==> src/rtl/krt_pkg.sv <==
// Types and codes shared by the keyed record table modules.
`timescale 1ns / 1ps

package krt_pkg;

  // Operation codes carried by the kind field.
  localparam logic [1:0] OP_INSERT = 2'd0;
  localparam logic [1:0] OP_LOOKUP = 2'd1;
  localparam logic [1:0] OP_UPDATE = 2'd2;
  localparam logic [1:0] OP_REMOVE = 2'd3;

  // Result status codes.
  localparam logic [1:0] ST_DONE    = 2'd0;
  localparam logic [1:0] ST_DUP     = 2'd1;
  localparam logic [1:0] ST_MISSING = 2'd2;
  localparam logic [1:0] ST_FULL    = 2'd3;

  localparam int PosW   = 4;
  localparam int CountW = 5;

  typedef struct packed {
    logic [31:0] id;
    logic [15:0] origin;
    logic [15:0] destination;
    logic [31:0] weight;
  } krt_rec_t;

  typedef struct packed {
    logic rd_en;
    logic wr_en;
  } krt_mem_ctl_t;

  typedef struct packed {
    logic [1:0]        status;
    logic [PosW-1:0]   position;
    logic [CountW-1:0] entry_count;
  } krt_result_t;

endpackage

==> src/rtl/keyed_record_table.sv <==
// Top level of the keyed record table: sequencer, record memory, result register.
`timescale 1ns / 1ps

//  Channel   Ports                                                   Direction
//  input     in_valid, in_stall, in_kind, in_key, in_new_key,        into block
//            in_origin, in_destination, in_weight_bits
//  result    out_valid, out_stall, out_status, out_position,         out of block
//            out_entry_count
//
//  One item is worked on at a time. Lookup, update and insert search the record memory
//  from entry 0 upward until a match or the last of the N records held, reading one
//  entry per cycle through its single read port. A remove that finds its id then shifts
//  each record above the removed position P down by one, reading and writing it back once.
//  Reset clears the record count; the memory contents are not cleared and need no
//  clearing pass, as only entries below the count are ever read.
//  A stalled result waits in the output register while the next item is accepted.

module keyed_record_table import krt_pkg::*; #(
  parameter int CAPACITY = 16
) (
  input  logic                clk,
  input  logic                rst_n,
  input  logic                in_valid,
  output logic                in_stall,
  input  logic [1:0]          in_kind,
  input  logic signed [31:0]  in_key,
  input  logic signed [31:0]  in_new_key,
  input  logic [15:0]         in_origin,
  input  logic [15:0]         in_destination,
  input  logic [31:0]         in_weight_bits,
  output logic                out_valid,
  input  logic                out_stall,
  output logic [1:0]          out_status,
  output logic [PosW-1:0]     out_position,
  output logic [CountW-1:0]   out_entry_count
);

  // Index width addresses every entry; count width also holds CAPACITY itself.
  localparam int IW = $clog2(CAPACITY);
  localparam int CW = $clog2(CAPACITY + 1);

  krt_mem_ctl_t  mem_ctl;
  logic [IW-1:0] rd_addr;
  logic [IW-1:0] wr_addr;
  krt_rec_t      wr_data;
  krt_rec_t      rd_data;
  logic          res_valid;
  logic          res_ready;
  krt_result_t   res;

  logic          out_valid_r, out_valid_nxt;
  krt_result_t   out_res_r;

  krt_ctrl #(
    .CAPACITY (CAPACITY),
    .IW       (IW),
    .CW       (CW)
  ) u_ctrl (
    .clk            (clk),
    .rst_n          (rst_n),
    .in_valid       (in_valid),
    .in_stall       (in_stall),
    .in_kind        (in_kind),
    .in_key         ($unsigned(in_key)),
    .in_new_key     ($unsigned(in_new_key)),
    .in_origin      (in_origin),
    .in_destination (in_destination),
    .in_weight_bits (in_weight_bits),
    .mem_ctl        (mem_ctl),
    .rd_addr        (rd_addr),
    .wr_addr        (wr_addr),
    .wr_data        (wr_data),
    .rd_data        (rd_data),
    .res_valid      (res_valid),
    .res            (res),
    .res_ready      (res_ready)
  );

  krt_store #(
    .DEPTH (CAPACITY),
    .AW    (IW)
  ) u_store (
    .clk     (clk),
    .mem_ctl (mem_ctl),
    .rd_addr (rd_addr),
    .wr_addr (wr_addr),
    .wr_data (wr_data),
    .rd_data (rd_data)
  );

  // The output register takes a new result whenever it is empty or being drained.
  assign res_ready = !out_valid_r || !out_stall;

  always_comb begin
    out_valid_nxt = out_valid_r;
    if (res_valid && res_ready) begin
      out_valid_nxt = 1'b1;
    end else if (!out_stall) begin
      out_valid_nxt = 1'b0;
    end
  end

  always_ff @(posedge clk) begin
    if (!rst_n) begin
      out_valid_r <= 1'b0;
    end else begin
      out_valid_r <= out_valid_nxt;
    end
  end

  always_ff @(posedge clk) begin
    if (res_valid && res_ready) begin
      out_res_r <= res;
    end
  end

  assign out_valid       = out_valid_r;
  assign out_status      = out_res_r.status;
  assign out_position    = out_res_r.position;
  assign out_entry_count = out_res_r.entry_count;

endmodule

==> src/rtl/krt_store.sv <==
// Record memory: one write port and one registered read port.
`timescale 1ns / 1ps

module krt_store import krt_pkg::*; #(
  parameter int DEPTH = 16,
  parameter int AW    = 4
) (
  input  logic         clk,
  input  krt_mem_ctl_t mem_ctl,
  input  logic [AW-1:0] rd_addr,
  input  logic [AW-1:0] wr_addr,
  input  krt_rec_t     wr_data,
  output krt_rec_t     rd_data
);

  krt_rec_t mem [DEPTH];
  krt_rec_t rd_data_r;

  always_ff @(posedge clk) begin
    if (mem_ctl.wr_en) begin
      mem[wr_addr] <= wr_data;
    end
  end

  always_ff @(posedge clk) begin
    if (mem_ctl.rd_en) begin
      rd_data_r <= mem[rd_addr];
    end
  end

  assign rd_data = rd_data_r;

endmodule

==> src/rtl/krt_ctrl.sv <==
// Sequencer: searches the memory, applies the operation and shifts on remove.
`timescale 1ns / 1ps

module krt_ctrl import krt_pkg::*; #(
  parameter int CAPACITY = 16,
  parameter int IW       = 4,
  parameter int CW       = 5
) (
  input  logic          clk,
  input  logic          rst_n,
  input  logic          in_valid,
  output logic          in_stall,
  input  logic [1:0]    in_kind,
  input  logic [31:0]   in_key,
  input  logic [31:0]   in_new_key,
  input  logic [15:0]   in_origin,
  input  logic [15:0]   in_destination,
  input  logic [31:0]   in_weight_bits,
  output krt_mem_ctl_t  mem_ctl,
  output logic [IW-1:0] rd_addr,
  output logic [IW-1:0] wr_addr,
  output krt_rec_t      wr_data,
  input  krt_rec_t      rd_data,
  output logic          res_valid,
  output krt_result_t   res,
  input  logic          res_ready
);

  localparam logic [1:0] S_IDLE   = 2'd0;
  localparam logic [1:0] S_SEARCH = 2'd1;
  localparam logic [1:0] S_SHIFT  = 2'd2;
  localparam logic [1:0] S_DONE   = 2'd3;

  logic [1:0]      state_r, state_nxt;
  logic [1:0]      kind_r, kind_nxt;
  logic [31:0]     key_r, key_nxt;
  krt_rec_t        rec_r, rec_nxt;
  logic [CW-1:0]   count_r, count_nxt;
  logic [CW-1:0]   scan_r, scan_nxt;
  logic            cmp_valid_r, cmp_valid_nxt;
  logic [IW-1:0]   cmp_idx_r, cmp_idx_nxt;
  logic            cmp_last_r, cmp_last_nxt;
  logic            sh_valid_r, sh_valid_nxt;
  logic [IW-1:0]   sh_idx_r, sh_idx_nxt;
  logic [1:0]      status_r, status_nxt;
  logic [PosW-1:0] pos_r, pos_nxt;

  logic            accept;
  logic            issue;
  logic            found;
  logic            missed;
  logic            full;
  logic [IW+PosW-1:0]   cmp_pos_ext;
  logic [CW+PosW-1:0]   cnt_pos_ext;
  logic [CW+CountW-1:0] cnt_out_ext;

  assign accept   = in_valid && (state_r == S_IDLE);
  assign in_stall = (state_r != S_IDLE);

  // Reads run one per cycle below the record count in both scan states.
  assign issue  = ((state_r == S_SEARCH) || (state_r == S_SHIFT)) && (scan_r < count_r);
  assign found  = (state_r == S_SEARCH) && cmp_valid_r && (rd_data.id == key_r);
  assign missed = (state_r == S_SEARCH) && !found &&
                  ((count_r == '0) || (cmp_valid_r && cmp_last_r));
  assign full   = (count_r == CW'(CAPACITY));

  assign cmp_pos_ext = {{PosW{1'b0}}, cmp_idx_r};
  assign cnt_pos_ext = {{PosW{1'b0}}, count_r};
  assign cnt_out_ext = {{CountW{1'b0}}, count_r};

  assign rd_addr       = scan_r[IW-1:0];

  assign res_valid       = (state_r == S_DONE);
  assign res.status      = status_r;
  assign res.position    = pos_r;
  assign res.entry_count = cnt_out_ext[CountW-1:0];

  always_comb begin
    state_nxt     = state_r;
    kind_nxt      = kind_r;
    key_nxt       = key_r;
    rec_nxt       = rec_r;
    count_nxt     = count_r;
    scan_nxt      = scan_r;
    cmp_valid_nxt = cmp_valid_r;
    cmp_idx_nxt   = cmp_idx_r;
    cmp_last_nxt  = cmp_last_r;
    sh_valid_nxt  = 1'b0;
    sh_idx_nxt    = sh_idx_r;
    status_nxt    = status_r;
    pos_nxt       = pos_r;
    mem_ctl.rd_en = issue;
    mem_ctl.wr_en = 1'b0;
    wr_addr       = sh_idx_r;
    wr_data       = rd_data;

    unique case (state_r)
      S_IDLE: begin
        if (accept) begin
          kind_nxt           = in_kind;
          key_nxt            = in_key;
          rec_nxt.id         = (in_kind == OP_UPDATE) ? in_new_key : in_key;
          rec_nxt.origin     = in_origin;
          rec_nxt.destination = in_destination;
          rec_nxt.weight     = in_weight_bits;
          scan_nxt           = '0;
          cmp_valid_nxt      = 1'b0;
          state_nxt          = S_SEARCH;
        end
      end

      S_SEARCH: begin
        cmp_valid_nxt = issue;
        cmp_idx_nxt   = scan_r[IW-1:0];
        cmp_last_nxt  = (scan_r == count_r - CW'(1));
        if (issue) begin
          scan_nxt = scan_r + CW'(1);
        end
        if (found || missed) begin
          cmp_valid_nxt = 1'b0;
          state_nxt     = S_DONE;
          status_nxt    = found ? ST_DONE : ST_MISSING;
          pos_nxt       = found ? cmp_pos_ext[PosW-1:0] : '0;
          case (kind_r)
            OP_INSERT: begin
              if (found) begin
                status_nxt = ST_DUP;
              end else if (full) begin
                status_nxt = ST_FULL;
              end else begin
                status_nxt    = ST_DONE;
                pos_nxt       = cnt_pos_ext[PosW-1:0];
                mem_ctl.wr_en = 1'b1;
                wr_addr       = count_r[IW-1:0];
                wr_data       = rec_r;
                count_nxt     = count_r + CW'(1);
              end
            end
            OP_UPDATE: begin
              if (found) begin
                mem_ctl.wr_en = 1'b1;
                wr_addr       = cmp_idx_r;
                wr_data       = rec_r;
              end
            end
            OP_REMOVE: begin
              if (found) begin
                scan_nxt  = CW'(cmp_idx_r) + CW'(1);
                state_nxt = S_SHIFT;
              end
            end
            default: begin
            end
          endcase
        end
      end

      S_SHIFT: begin
        // Read entry j, write it to j-1 on the next cycle.
        mem_ctl.wr_en = sh_valid_r;
        sh_valid_nxt  = issue;
        if (issue) begin
          sh_idx_nxt = IW'(scan_r - CW'(1));
          scan_nxt   = scan_r + CW'(1);
        end
        if (!issue && !sh_valid_r) begin
          count_nxt = count_r - CW'(1);
          state_nxt = S_DONE;
        end
      end

      S_DONE: begin
        if (res_ready) begin
          state_nxt = S_IDLE;
        end
      end

      default: begin
        state_nxt = S_IDLE;
      end
    endcase
  end

  always_ff @(posedge clk) begin
    if (!rst_n) begin
      state_r     <= S_IDLE;
      count_r     <= '0;
      cmp_valid_r <= 1'b0;
      sh_valid_r  <= 1'b0;
    end else begin
      state_r     <= state_nxt;
      count_r     <= count_nxt;
      cmp_valid_r <= cmp_valid_nxt;
      sh_valid_r  <= sh_valid_nxt;
    end
  end

  always_ff @(posedge clk) begin
    kind_r     <= kind_nxt;
    key_r      <= key_nxt;
    rec_r      <= rec_nxt;
    scan_r     <= scan_nxt;
    cmp_idx_r  <= cmp_idx_nxt;
    cmp_last_r <= cmp_last_nxt;
    sh_idx_r   <= sh_idx_nxt;
    status_r   <= status_nxt;
    pos_r      <= pos_nxt;
  end

endmodule

==> config.mk <==
export PLATFORM = sky130hd
export DESIGN_NAME = keyed_record_table
export DESIGN_NICKNAME = d
export VERILOG_FILES = /design/src/rtl/krt_pkg.sv /design/src/rtl/keyed_record_table.sv /design/src/rtl/krt_store.sv /design/src/rtl/krt_ctrl.sv
export SDC_FILE = /design/constraint.sdc
export NUM_CORES = 1
export LEC_CHECK = 0
export BUFFER_PORTS_ARGS = -buffer_cell sky130_fd_sc_hd__buf_2
export CAP_MARGIN = 15
export CELL_PAD_IN_SITES_DETAIL_PLACEMENT = 1
export CELL_PAD_IN_SITES_GLOBAL_PLACEMENT = 2
export CORE_MARGIN = 8
export CORE_UTILIZATION = 35
export CTS_CLUSTER_SIZE = 8
export DETAILED_ROUTE_END_ITERATION = 7
export GPL_TIMING_DRIVEN = 0
export HOLD_SLACK_MARGIN = 0.08
export PLACE_DENSITY = 0.64
export SKIP_CTS_REPAIR_TIMING = 1
export SYNTH_ARGS = -nofsm -noshare
export SYNTH_HDL_FRONTEND = slang
export SYNTH_SLANG_ARGS = --single-unit
==> constraint.sdc <==
create_clock -name clk -period 4.6 [get_ports clk]
set_clock_uncertainty 0.05 [all_clocks]
set_input_delay 0 -clock clk [delete_from_list [all_inputs] [get_ports clk]]
set_output_delay 0 -clock clk [all_outputs]
set_load 0.005 [all_outputs]
* Word-level counts from Yosys, hierarchy flattened
Memories as Yosys holds them, arrays and structs flattened. A register that Yosys moved wholly into a read port is not among the register bits.
Index checks and enable logic that the tools add are counted.
** Storage, ports and cells
- Flip-flop bits (word level) :: 171
- Output and inout port bits :: 13
- Input bits :: 134
- Word-level logic and storage cells :: 130
- RAM bits :: 1536
- Memories :: 1
** Memories
- u_store.mem :: words 16, width 96, read ports 1, clocked after Yosys merged registers in 1, write ports 1, line krt_store.sv:16 : krt_rec_t mem [DEPTH];
** Cells by class
- Reductions and logical operators :: 33
- $lt $le $gt $ge :: 1
- Mux-type cells :: 53
- Add/subtract/negate cells :: 5
- Equality and inequality tests :: 17
** Operators with widths (number)
- $mux 96 :: 5
- $pmux 96 s2 :: 1
- $mux 5 :: 10
- $mux 4 :: 9
- $eq 32x32->1 :: 1
- $mux 32 :: 1
- $mux 2 :: 9
- $pmux 5 s3 :: 1
- $reduce_and 2->1 :: 6
- $mux 1 :: 11
- $add 5x1->5 const B :: 2
- $eq 2x2->1 const B :: 5
- $ne 2x2->1 const B :: 5
- $pmux 5 s2 :: 1
- $logic_and 1x1->1 :: 9
- $pmux 2 s4 :: 1
- $pmux 4 s2 :: 1
- $ne 2x1->1 const B :: 3
- $pmux 1 s2 :: 3
- $reduce_and 6->1 :: 1
- $reduce_bool 2->1 :: 3
- $add 4x1->5 const B :: 1
- $eq 5x5->1 :: 1
- $eq 5x5->1 const B :: 1
- 10 further kinds :: 18

* Longest topological paths before layout
Gate-level depths: netlist of the first run.
- Depth in word-level cells :: 11
- Mapped depth :: 14
- Gate-level depth less buffers :: 10

* By module
Synthesis of the first run repeated with hierarchy kept, for this count alone.
** Second synthesis, totals
- Cell total of the unflattened synthesis :: 3020
- Area, all modules :: 68707.1 µm²
** Modules (own cells, without submodules)
- krt_store :: seq. area each 49007.0 µm², area each 60315.3 µm², cells each 2460, times used 1
- krt_ctrl :: seq. area each 4684.5 µm², area each 8020.2 µm², cells each 544, times used 1
- keyed_record_table :: seq. area each 350.3 µm², area each 371.6 µm², cells each 16, times used 1

* Worst setup path after synthesis of the first run
Ideal clock, no wire load.
- Path kind :: reg-to-reg
- From :: register u_ctrl.state_r[1]
- To :: memory u_store.mem[14][64] (netlist name), enable pin
- Setup time :: 0.421 ns
- Buffers on the path :: 1
- Path slack :: 0.553 ns
- Period minus slack after synthesis :: 4.047 ns
- Data required time :: 4.129 ns
- Stages on the path, launching flop included :: 11
- Data arrival time :: 3.576 ns
- Cell sequence :: dfxtp_1 > inv_1 > ha_1 > and3_1 > nand4_1 > nor4_4 > buf_4 > mux2_2 > o21ai_1 > nand3_1 > nor2_1
** Between the ends
- Cells in the longest elaborated chain, start to end :: 11
- Elaborated cells between the ends (all ways) :: 20
- Those cells by class :: 2 x eq/ne; 12 x mux; 6 x reduce/logical
** Ends and longest elaborated chain
- from (decl) :: line krt_ctrl.sv:34 : logic [1:0] state_r, state_nxt;
- from (signal assigned) :: line krt_ctrl.sv:191 : state_r <= state_nxt;
- branches (longest 11 deep; another with $eq 2x1->1)
- to (decl) :: line krt_store.sv:16
Several ways; the timed one is not identified.

* Worst setup path in the final report of the first run
- From :: register u_ctrl.key_r[1]
- To :: memory u_store.mem[14][81] (netlist name), enable pin
** Between the ends
- Cells in the longest elaborated chain, start to end :: 10
- Elaborated cells between the ends (all ways) :: 18
- Those cells by class :: 1 x eq/ne; 12 x mux; 5 x reduce/logical
** Ends and longest elaborated chain
- from (decl) :: line krt_ctrl.sv:36 : logic [31:0] key_r, key_nxt;
- from (signal assigned) :: line krt_ctrl.sv:200 : key_r <= key_nxt;
- $eq 32x32->1 * :: line krt_ctrl.sv:62 : assign found = (state_r == S_SEARCH) && cmp_valid_r && (rd_data.id == key_r);
- $logic_and 1x1->1 * :: line krt_ctrl.sv:62
- branches (longest 8 deep; another with $pmux 1 s2)
Every way passes the cells marked *.

==> results.md, run 1 <==
- Synth Area in Compound Gates: 0.0136
- CP Cell Sequence: xor2_1 > nor4_4 > nand3_1 > nor4_4 > buf_4 > mux2_2 > o21ai_1 > nand3_2 > nor2_4 > buf_12 > buf_16
- Die outline width: roughly 290 um
- Endpoint, Worst Hold: u_ctrl.kind_r[1]
- Clock Path Buffers: 3
- Hold Vio Cnt, Final: 0
- Clock latency on the worst-skew pair: 0.65 ns
- Setup-failing EPs final: 0
- Clk sinks: around 650
- DRT iter0 DRCs: ~1000
- Die height: roughly 290 um
- Starting Density: 0.353
- Yosys warning count: 0
- Vias in the first global route: 13700
- DRC viols: 0
- Drt total wl: 69000 um
- Syn Area/Cell: roughly 22 um^2
- Peak supply drop: approximately 0.30 mV
- PortBufs: between 80 and 90
- Synth cell types: 53
- Unrepaired setup endpoints after global routing: false
- WHS Path Cells: 2
- TNS Setup: 0 ns
- Number of buffers and inverters on the critical path: 3
- Largest net degree at the start of global routing: between 40 and 50
- #FFs+latches synth: around 650
- Slew Limit Fails: 0
- Main synth FF type: edfxtp_1
- Outcome: finished, final reports clean
- R2R Path End: u_store.mem[14][81]
- Util after Layout: 0.437
- Area grow syn2layout: 24.0%
- Core area: between 0.07 and 0.08 mm^2
- DR vias: roughly 13000
- Commonest cells post-synth: edfxtp_1, mux4_2, mux2_2
- Reg-to-reg slack, setup: between 0.2 and 0.25 ns
- TritonCTS Buffers: between 90 and 100
- Aggregate global routing overflow: 0
- Most common cell in the netlist: edfxtp_1
- Vias/cell: roughly 5.3
- Critical Path AT: 4.64 ns
- Setup CP Type: flip-flop to flip-flop
- Clock-pin transition on the worst setup and hold timing paths: 0.05 ns
- Cell taking the most area after synthesis: edfxtp_1
- Share of the synthesized area in the top cell type: 0.749
- CP Max Fanout: 16
- Row cnt: between 90 and 100
- Post-synthesis xor/xnor area fraction: 0.0160
- Tmin final: 4.35 ns
- Placed Cells: 2249
- Sequential fraction of the synthesis area: 0.757
- Worst r2r src: u_ctrl.key_r[1]
- Crit-path leading delay family: simple AND/OR/NAND/NOR gates
- ANT cells: 0
- Layout cells sized above 1: 0.336
- Syn Nets: around 1300
- Total Nets Final: ~1700
- PD cells: 588 mW/mm^2
- Start point of the worst hold path: in_kind[1]
- Max cap viols: 0
- Worst slew pin tran: between 1 and 1.5 ns
- CP startpoint kind: flip-flop
- CTS tree: built
- Root Driver: clkbuf_16
- Ports: roughly 150
- Dpl hpwl: around 42000 um
- Die ar.: just over 0.08 mm^2
- Final Power: approximately 19 mW
- Combinational family with the most area after synthesis: multiplexers
- Fill count: between 6000 and 7000
- First-pass GRT wire length: slightly below 100000 um
- Post-synthesis adder-cell area fraction: 0.00731
- Post-synth EDFFs: 641
- CP most frequent cell: nor4_4
- Syn Inst Count: between 1000 and 1500
- Antenna Nets Post-Route: 0
- Slowest CP cell: nor4_4
- HP Class: input port to flip-flop
- Pre-Repair DR Iteration Count: 5
- Critical Path RT: roughly 5 ns
- Largest cells by area after synthesis: edfxtp_1, mux4_2, mux2_2
- Post-Layout Cell Count: roughly 2500
- Tcrit/Tclk final: 0.947
- Setup crit end kind: flip-flop
- Simple-gate share of the synthesized area: 0.0230
- Post-synth ARST share: 0
- Routability cong.: 0.728
- H-tree depth: 3
- Syn Std Cell Area: between 0.02 and 0.03 mm^2
- Pleak: ~10 nW
- CP max stage delay: between 0.5 and 0.6 ns
- DR WL/cell: ~28 um
- R2R depth: 11
- Proportion of synthesized area in mux cells: 0.172
- FMAX: around 230 MHz
- Antenna violations before repair: 1
- Gr usage total: 0.164
- Slew margin rel.: 0.262
==> sequential cells by signal (all words and copies together), names as in the netlist <==
register            cells
out_valid               1
u_ctrl.kind_r           2
u_store.rd_data        32
u_ctrl.sh_valid_r       1
u_ctrl.count_r          5
u_ctrl.sh_idx_r         4
out_entry_count         5
u_ctrl.pos_r            4
u_ctrl.cmp_valid_r      1
out_position            4
u_store.mem           512
u_ctrl.scan_r           5
u_ctrl.cmp_last_r       1
u_ctrl.state_r          2
u_ctrl.rec_r           32
u_ctrl.cmp_idx_r        4
out_status              2
u_ctrl.status_r         2
u_ctrl.key_r           32
==> kinds of logic (layout without fill, tap and decap cells) <==
logic type | after synthesis | after routing
xor gates and xnor gates | 47 | 47
adders and majority gates | 15 | 15
DFF | 651 | 651
muxes | 232 | 232
AOI/OAI and AO/OA | 50 | 50
buffers and inverters | 71 | 424
and+or+nand+nor | 115 | 115
==> worst reg2reg max path, delay by kind of cell, from the launching register on <==
family,cells,cell delay (ns)
AND/OR/NAND/NOR,5,1.92
buffers and inverters,3,0.75
flip-flops,1,0.43
multiplexers,1,0.36
XOR/XNOR,1,0.33
AO/OA/AOI/OAI,1,0.19
==> layer usage <==
| metal | global-route usage | up-vias | routed length [um] |
|---|---|---|---|
| li1 | - | 5551 | - |
| met1 | 0.220 | 7113 | 29700 |
| met2 | 0.269 | 371 | 33600 |
| met3 | 0.0358 | 101 | 4070 |
| met4 | 0.0418 | 0 | 1630 |
| met5 | 0 | - | 0 |
==> how the worst max path moves through the flow <==
stage,endpoint,from,depth (start not counted)
final,u_store.mem[14][81],u_ctrl.key_r[1],11
after global routing,u_store.mem[4][66],u_ctrl.key_r[1],11
after CTS,u_store.mem[6][78],u_ctrl.key_r[1],9
after detailed placement,u_store.mem[5][73],u_ctrl.key_r[1],9
after global placement,u_store.mem[13][83],u_ctrl.key_r[1],8
after floorplan,u_store.mem[14][64],u_ctrl.state_r[1],10
==> cell type report <==
class | count | area [um^2] | area share
flip-flops and latches | 651 | 19400 | 0.611
multi-input cells | 459 | 6110 | 0.192
repair buffers | 249 | 2350 | 0.0737
clock buffers | 97 | 2320 | 0.0729
well taps | 959 | 1200 | 0.0377
plain buffers | 54 | 230 | 0.00723
clock inverters | 7 | 133 | 0.00416
inverters | 17 | 63.8 | 0.00200
==> placed cells by master (no fill, tap or decap), drive strengths merged, types with 4 or more instances in the layout <==
master	Yosys	layout
and2	5	5
inv	17	21
xor2	31	31
nand4	4	4
clkbuf	32	130
nand2	14	14
dfxtp	10	10
o21ai	10	10
buf	22	171
mux4	160	160
mux2i	6	6
nor2	41	41
nand3	14	14
nand2b	7	7
a21oi	10	10
edfxtp	641	641
nor4	8	8
nor3	6	6
dlygate4sd3	0	99
ha	15	15
o21a	9	9
and3	4	4
xnor2	16	16
mux2	66	66
==> where the power goes <==
part           switching (mW)  internal [mW]
Clock                    2.43           3.54
Sequential              0.248           7.74
Combinational            2.82           1.95
==> stage by stage <==
step / hold slack, ns / setup WS [ns] / instance area [um^2]
floorplan: 0.0489 / 0.553 / 25700
global placement: 0.140 / -3.19 / 27300
detailed placement: 0.143 / -0.839 / 28000
CTS: -0.555 / -0.942 / 30400
global route: 0.0940 / 0.0208 / 31900
finish: 0.0834 / 0.246 / 31900
Note: power is estimated with default switching activity, not from simulation.
==> run 2: changes to the inputs <==
==> constraint.sdc (replaced) <==
create_clock -name clk -period 4.43 [get_ports clk]
set_clock_uncertainty 0.05 [all_clocks]
set_input_delay 0 -clock clk [delete_from_list [all_inputs] [get_ports clk]]
set_output_delay 0 -clock clk [all_outputs]
set_load 0.005 [all_outputs]
==> results.md, run 2 (synthesis gave the netlist of run 1 again) <==
- Outcome: finished, final reports clean (unchanged)
- TritonCTS Buffers: 91 (unchanged)
- TNS Setup: 0 ns (unchanged)
- H-tree depth: 3 (unchanged)
- CTS tree: built (unchanged)
- Most common cell after layout, fill and taps aside: edfxtp_1 (unchanged)
- Clk sinks: 651 (unchanged)
- Worst slew pin tran: 1.15 ns (was 1.11 ns)
- Start point of the worst hold path: in_kind[1] (unchanged)
- Starting Density: 0.353 (unchanged)
- Combinational share of power: 0.256 (was 0.255)
- Final Power: 19.5 mW (was 18.7 mW)
- Dpl hpwl: 42000 um (unchanged)
- Part of the power in registers: 0.426 (about the same)
- WHS Path Cells: 2 (unchanged)
- Pleak: 10.3 nW (about the same)
- Clock Path Buffers: 3 (unchanged)
- Tmin final: 4.34 ns (was 4.35 ns)
- Tcrit/Tclk final: 0.979 (was 0.947)
- Antenna Nets Post-Route: 0 (unchanged)
- Slew margin rel.: 0.232 (was 0.262)
- Cell-internal power: 13.7 mW (was 13.2 mW)
- Critical Path RT: 4.68 ns (was 4.89 ns)
- Hold Vio Cnt, Final: 0 (unchanged)
- Aggregate global routing overflow: 0 (unchanged)
- Pre-Repair DR Iteration Count: 4 (was 5)
- Worst Setup SP: u_ctrl.key_r[10] (was u_ctrl.key_r[1])
- Die height: 287 um (unchanged)
- First-pass GRT wire length: 97000 um (unchanged)
- Gr usage total: 0.164 (unchanged)
- R2R depth: 11 (unchanged)
- Ports: 147 (unchanged)
- Largest net degree at the start of global routing: 46 (unchanged)
- Drt total wl: 69000 um (about the same)
- Worst r2r src: u_ctrl.key_r[10] (was u_ctrl.key_r[1])
- DR vias: 13200 (was 13100)
- Total Nets Final: 1673 (was 1672)
- Setup crit end kind: flip-flop (unchanged)
- DRT iter0 DRCs: 986 (was 1043)
- ANT cells: 0 (unchanged)
- HP Class: input port to flip-flop (unchanged)
- R2R Path End: u_store.mem[4][66] (was u_store.mem[14][81])
- Antenna violations before repair: 1 (unchanged)
- Peak supply drop: 0.310 mV (was 0.298 mV)
- Root Driver: clkbuf_16 (unchanged)
- PD cells: 611 mW/mm^2 (was 588 mW/mm^2)
- Core area: 0.0728 mm^2 (unchanged)
- Most frequent cells in the layout: edfxtp_1, mux4_2, dlygate4sd3_1 (unchanged)
- Sw frac: 0.294 (about the same)
- Top reg by flops: u_store.mem (unchanged)
- Layout cells sized above 1: 0.337 (was 0.336)
- Row cnt: 99 (unchanged)
- Setup CP Type: flip-flop to flip-flop (unchanged)
- Clock latency on the worst-skew pair: 0.66 ns (was 0.65 ns)
- Vias in the first global route: 13700 (unchanged)
- Die ar.: 0.0823 mm^2 (unchanged)
- Max FFs per register: 512 (unchanged)
- Setup-failing EPs final: 0 (unchanged)
- DRC viols: 0 (unchanged)
- FMAX: 230 MHz (about the same)
- Critical Path AT: 4.58 ns (was 4.64 ns)
- CP startpoint kind: flip-flop (unchanged)
- Slew Limit Fails: 0 (unchanged)
- Max cap viols: 0 (unchanged)
- Fill count: 6807 (was 6808)
- Routability cong.: 0.728 (unchanged)
- Reg-to-reg slack, setup: 0.09 ns (was 0.25 ns)
- Endpoint, Worst Hold: u_ctrl.kind_r[1] (unchanged)
- P_sw: 5.72 mW (was 5.50 mW)
- CP Max Fanout: 15 (was 16)
- DR WL/cell: 27.6 um (was 27.7 um)
- PortBufs: 82 (unchanged)
- Clk pwr share: 0.319 (about the same)
- Vias/cell: 5.27 (about the same)
- Clock-pin transition on the worst setup and hold timing paths: 0.05 ns (about the same)
- Die outline width: 287 um (unchanged)
- Area grow syn2layout: 24.1% (was 24.0%)
## run 2: stage by stage
step	cells	utilization	setup WS [ns]	instance area [um^2]	hold WS (ns)
finish	2494	0.438	0.0916	31900	0.0838
global route	2494	0.438	-0.0257	31900	0.0940
CTS	2353	0.418	-1.11	30400	-0.555
detailed placement	2249	0.384	-1.01	28000	0.143
global placement	2222	0.375	-3.36	27300	0.140
floorplan	1181	-	0.383	25700	0.0489
## run 2: worst max path at each step
stage,cells past startpoint,slack [ns],to
global route,11,-0.03,u_store.mem[4][66]
CTS,9,-1.11,u_store.mem[6][78]
detailed placement,9,-1.01,u_store.mem[5][73]
global placement,8,-3.36,u_store.mem[13][83]
floorplan,10,0.38,u_store.mem[14][64]
finish,11,0.09,u_store.mem[4][66]
## run 2: critical path, cell delays in order, from the launching register on
cell      delay, ns
edfxtp_1       0.40
xor2_1         0.33
nor4_2         0.46
nand4_1        0.24
nor4_4         0.59
buf_4          0.29
mux2_2         0.35
o21ai_1        0.19
nand3_1        0.41
nor2_4         0.25
buf_12         0.17
buf_12         0.19
## run 2: layer usage
layer	wire length, um	GRT usage	up-vias
li1	-	-	5549
met1	29400	0.220	7102
met2	33600	0.269	400
met3	4280	0.0358	102
met4	1630	0.0418	0
met5	0	0	-
## run 2: area by class of cell
| type | count | area, um^2 | area share |
|---|---|---|---|
| plain buffers | 54 | 230 | 0.00722 |
| multi-input cells | 459 | 6120 | 0.192 |
| flip-flops and latches | 651 | 19400 | 0.610 |
| well taps | 959 | 1200 | 0.0376 |
| repair buffers | 250 | 2350 | 0.0739 |
| inverters | 17 | 63.8 | 0.00200 |
| clock inverters | 7 | 133 | 0.00416 |
| clock buffers | 97 | 2320 | 0.0728 |
## run 2: power by group through the flow
stage / Clock (mW) / Sequential (mW) / Combinational, mW
finish: 6.20 / 8.29 / 4.97
global route: 6.56 / 8.33 / 5.37
CTS: 6.36 / 8.29 / 4.95
detailed placement: 0 / 8.39 / 4.92
global placement: 0 / 8.43 / 4.66
floorplan: 0 / 8.29 / 3.15
